## src/rtl/bse_ram.sv

```systemverilog
// Generic RAM: one write port, two read ports, registered read data.
// No dependencies.
`default_nettype none

module bse_ram #(
    parameter int WIDTH = 32,
    parameter int DEPTH = 128
) (
    input  wire logic                     i_clk,
    input  wire logic                     i_we,
    input  wire logic [$clog2(DEPTH)-1:0] i_waddr,
    input  wire logic [WIDTH-1:0]         i_wdata,
    input  wire logic [$clog2(DEPTH)-1:0] i_raddr_a,
    output logic      [WIDTH-1:0]         o_rdata_a,
    input  wire logic [$clog2(DEPTH)-1:0] i_raddr_b,
    output logic      [WIDTH-1:0]         o_rdata_b
);

    logic [WIDTH-1:0] r_mem [DEPTH];

    // Write port and registered reads.
    always_ff @(posedge i_clk) begin
        if (i_we) begin
            r_mem[i_waddr] <= i_wdata;
        end
        o_rdata_a <= r_mem[i_raddr_a];
        o_rdata_b <= r_mem[i_raddr_b];
    end

endmodule

`default_nettype wire
```

## config.mk

```make
export PLATFORM = sky130hd
export DESIGN_NAME = bse_ram
export DESIGN_NICKNAME = d
export VERILOG_FILES = /design/src/rtl/bse_ram.sv
export SDC_FILE = /design/constraint.sdc
export NUM_CORES = 2
export LEC_CHECK = 0
export BUFFER_PORTS_ARGS = -buffer_cell sky130_fd_sc_hd__buf_2
export CAP_MARGIN = 20
export CORE_MARGIN = 8
export CORE_UTILIZATION = 55
export DETAILED_ROUTE_END_ITERATION = 10
export GPL_ROUTABILITY_DRIVEN = 0
export MAX_ROUTING_LAYER = met4
export PLACE_DENSITY = 0.79
export SLEW_MARGIN = 20
export SYNTH_ARGS = -nofsm -noshare
export SYNTH_HDL_FRONTEND = slang
export SYNTH_SLANG_ARGS = --single-unit
```

## constraint.sdc

```tcl
create_clock -name i_clk -period 8.4 [get_ports i_clk]
set_input_delay 1.68 -clock i_clk [delete_from_list [all_inputs] [get_ports i_clk]]
set_output_delay 1.68 -clock i_clk [all_outputs]
set_load 0.03 [all_outputs]
```

==> run_results.csv <==
group,metric,value,unit
outcome,status,"finished, final reports clean",
yosys,synth.cell_area,0.189,sq mm
grt,grt_pass1_wl,842000,um
sta,max_freq,213,MHz
route,drt-pass1-iter-count,9,
layout,drive_gt1_frac,0.470,
clock_network,clk_latency,1000,ps
floorplanning,coreArea,0.342,sq mm
sta,rsz0062_at_grt,"false",
floorplanning,start_util,0.552,
hold_path,hold_path_class,"input pin to register",
sta,layout_worst_path_cycle_share,0.560,
layout,n_fill_cell,21600,
clock_network,cts_tree,"done",
sta,finalSetupViolCount,0,
sta,hold_ws,947,ps
sta,final_hold_viol_count,0,
setup_path,crit_type,"input pin to register",
grt,grt_max_degree,129,
clock_network,ctsHoldBuffers,0,
yosys,yosysWarnings,0,
setup_path,critPathMaxStageDelay,700,ps
setup_path,critPathRequiredTime,9250,ps
setup_path,cp_cell_sequence,"buf_12, buf_12, mux4_2, mux4_2, mux4_2, mux2_2",
clock_network,post_cts_buffers,0,
sta,maxSlewViolCount,0,
setup_path,cp_data_arrival_time,5550,ps
yosys,synth_cell_types,17,
sta,slew_headroom,0.172,
sta,max_slew.worst_pin.slew,1240,ps
clock_network,h-tree-depth,5,
clock_network,clock-root-buffer,"clkbuf_16",
route,via_count,105000,
power,power_leakage,0.0637,uW
sta,post-route-min-period,4700,ps
power,p_per_area,218,mW/mm^2
setup_path,critPathLaunchType,"input pin",
route,drtAntennaViolNets,0,
route,wirelength,620000,um
yosys,syn_inst,7701,
clock_network,cts.sinks,4160,
setup_path,end_kind,"register",
route,drt-initial-drc-count,20800,
grt,antenna_found_initial,72,
setup_path,cp_common_cell,"mux4_2",
yosys,ys_ff_latch,4160,
layout,finalNonFillerCells,13000,
route,drc,0,
layout,nets,7947,
floorplanning,row_count,215,
sta,finClkSkew,52.4,ps
floorplanning,die_h,602,um
clock_network,cts_resized,0,
grt,gr-usage-all-layers,0.344,
yosys,syn-num-nets,7756,
grt,grt_pass1_vias,105000,
clock_network,cts_buffers,414,
floorplanning,io_pins,119,
setup_path,critical_path.max_fanout,100,
route,detail_route.vias_per_cell,8.08,
setup_path,crit_slowest_cell,"mux4_2",
grt,gr-total-overflow,0,
setup_path,cp_top_family,"multiplexers",
run,max_cap_viol_count,0,
place,hpwl,312000,um
place,dpl.cell_count,12000,
route,wl_per_cell,47.8,um
place,port-buffer-count,118,
setup_path,critPathBufInv,2,
yosys,seq_area_frac_synth,0.658,
floorplanning,die-area,0.362,sq mm
floorplanning,fp.dieW,602,um
power,vdd_drop_max,0.000205,V
clock_network,path_clk_slew,60,ps
sta,tns,0,ps
layout,syn2layout_area_growth,11.5,%
clock_network,clock_path_buffers,4,
yosys,avgSynthCellArea,24.5,sq um
[worst register-to-register path, stage by stage (launching register included)]
cell      delay, ps
edfxtp_1        420
mux4_2          510
mux4_2          550
mux4_2          720
mux2_2          360
[per-stage QoR]
step / setup slack [ps] / area (sq um) / total power, uW / utilization
floorplan: 3480 / 189000 / 25700 / -
detailed placement: 2790 / 196000 / 27200 / 0.574
global route: 3580 / 210000 / 46500 / 0.615
CTS: 3810 / 210000 / 45600 / 0.613
global placement: 2850 / 196000 / 27100 / 0.574
finish: 3700 / 210000 / 45800 / 0.615
[worst paths after layout]
| check | from | cells after the start | endpoint | slack [ps] |
|---|---|---|---|---|
| min reg2reg | r_mem[92][3] | 4 | o_rdata_a[3] | 1170 |
| max | i_raddr_b[0] | 6 | o_rdata_b[20] | 3700 |
| max reg2reg | r_mem[113][29] | 4 | o_rdata_b[29] | 5700 |
| min | i_wdata[19] | 1 | r_mem[87][19] | 950 |
[registers in the layout (all words and copies together) (netlist names)]
name / cells
r_mem: 4096
o_rdata_b: 32
o_rdata_a: 32
[synth_stat cells, drive strengths merged]
| master | count | area share |
|---|---|---|
| clkbuf | 365 | 0.0073 |
| nor3 | 9 | 0.00024 |
| mux4 | 2688 | 0.32 |
| nor2 | 122 | 0.0024 |
| nor2b | 7 | 0.00023 |
| or3 | 1 | 0.000033 |
| nand4 | 3 | 0.000099 |
| nand2b | 2 | 0.000066 |
| nand2 | 14 | 0.00028 |
| edfxtp | 4096 | 0.65 |
| nand3 | 12 | 0.00032 |
| mux2 | 64 | 0.0038 |
| buf | 254 | 0.0062 |
| dfxtp | 64 | 0.0068 |
[report_power, final]
group / leakage (uW) / internal, uW / switching, uW
sequential: 0.0374 / 22900 / 251
clock: 0.00659 / 10700 / 8190
combinational: 0.0197 / 1610 / 2120
[logic make-up after synthesis]
kind of cell / synth area share
and+or+nand+nor: 0.00369
buffers and inverters: 0.0134
DFF: 0.658
muxes: 0.325
[metal layers]
metal,part of all wire,vias to the layer above,GRT usage
li1,-,35900,-
met1,0.29,54800,0.408
met2,0.46,11600,0.499
met3,0.16,2573,0.117
met4,0.088,0,0.239
met5,0,-,-
[layout by cell type, fill, tap and decap left out]
cell type   Yosys  routed
clkbuf_8        0      20
or3_1           1       1
nand4_1         3       3
buf_2         103      73
diode_2         0     174
mux4_2       2688    2688
nor2b_1         7       7
bufinv_16       0      43
nor2_1        122       3
nor2_4          0     119
inv_6           0       9
clkbuf_16       0     419
clkinv_8        0       8
buf_8           0       6
nand2_1        14      14
buf_6           2       7
clkinvlp_4      0      20
buf_4          17     253
inv_16          0       5
clkbuf_1      365     103
edfxtp_1     4096    4096
nand3_1        12      12
mux2_2         64      64
nor3_2          0       9
nand2b_1        2       2
buf_16          0       1
dfxtp_1        64      64
buf_12          0      54
clkinv_1        0      60
clkinv_4        0       5
clkinv_2        0      75
[layout make-up]
class	instances	area, sq um	share of cell area
diodes	174	435	0.00207
clock buffers	542	11100	0.0530
clock inverters	225	2390	0.0114
multi-input cells	2922	62900	0.299
flip-flops and latches	4160	124000	0.591
well taps	4557	5700	0.0271
repair buffers	394	3540	0.0168
(Power assumes the default switching activity.)
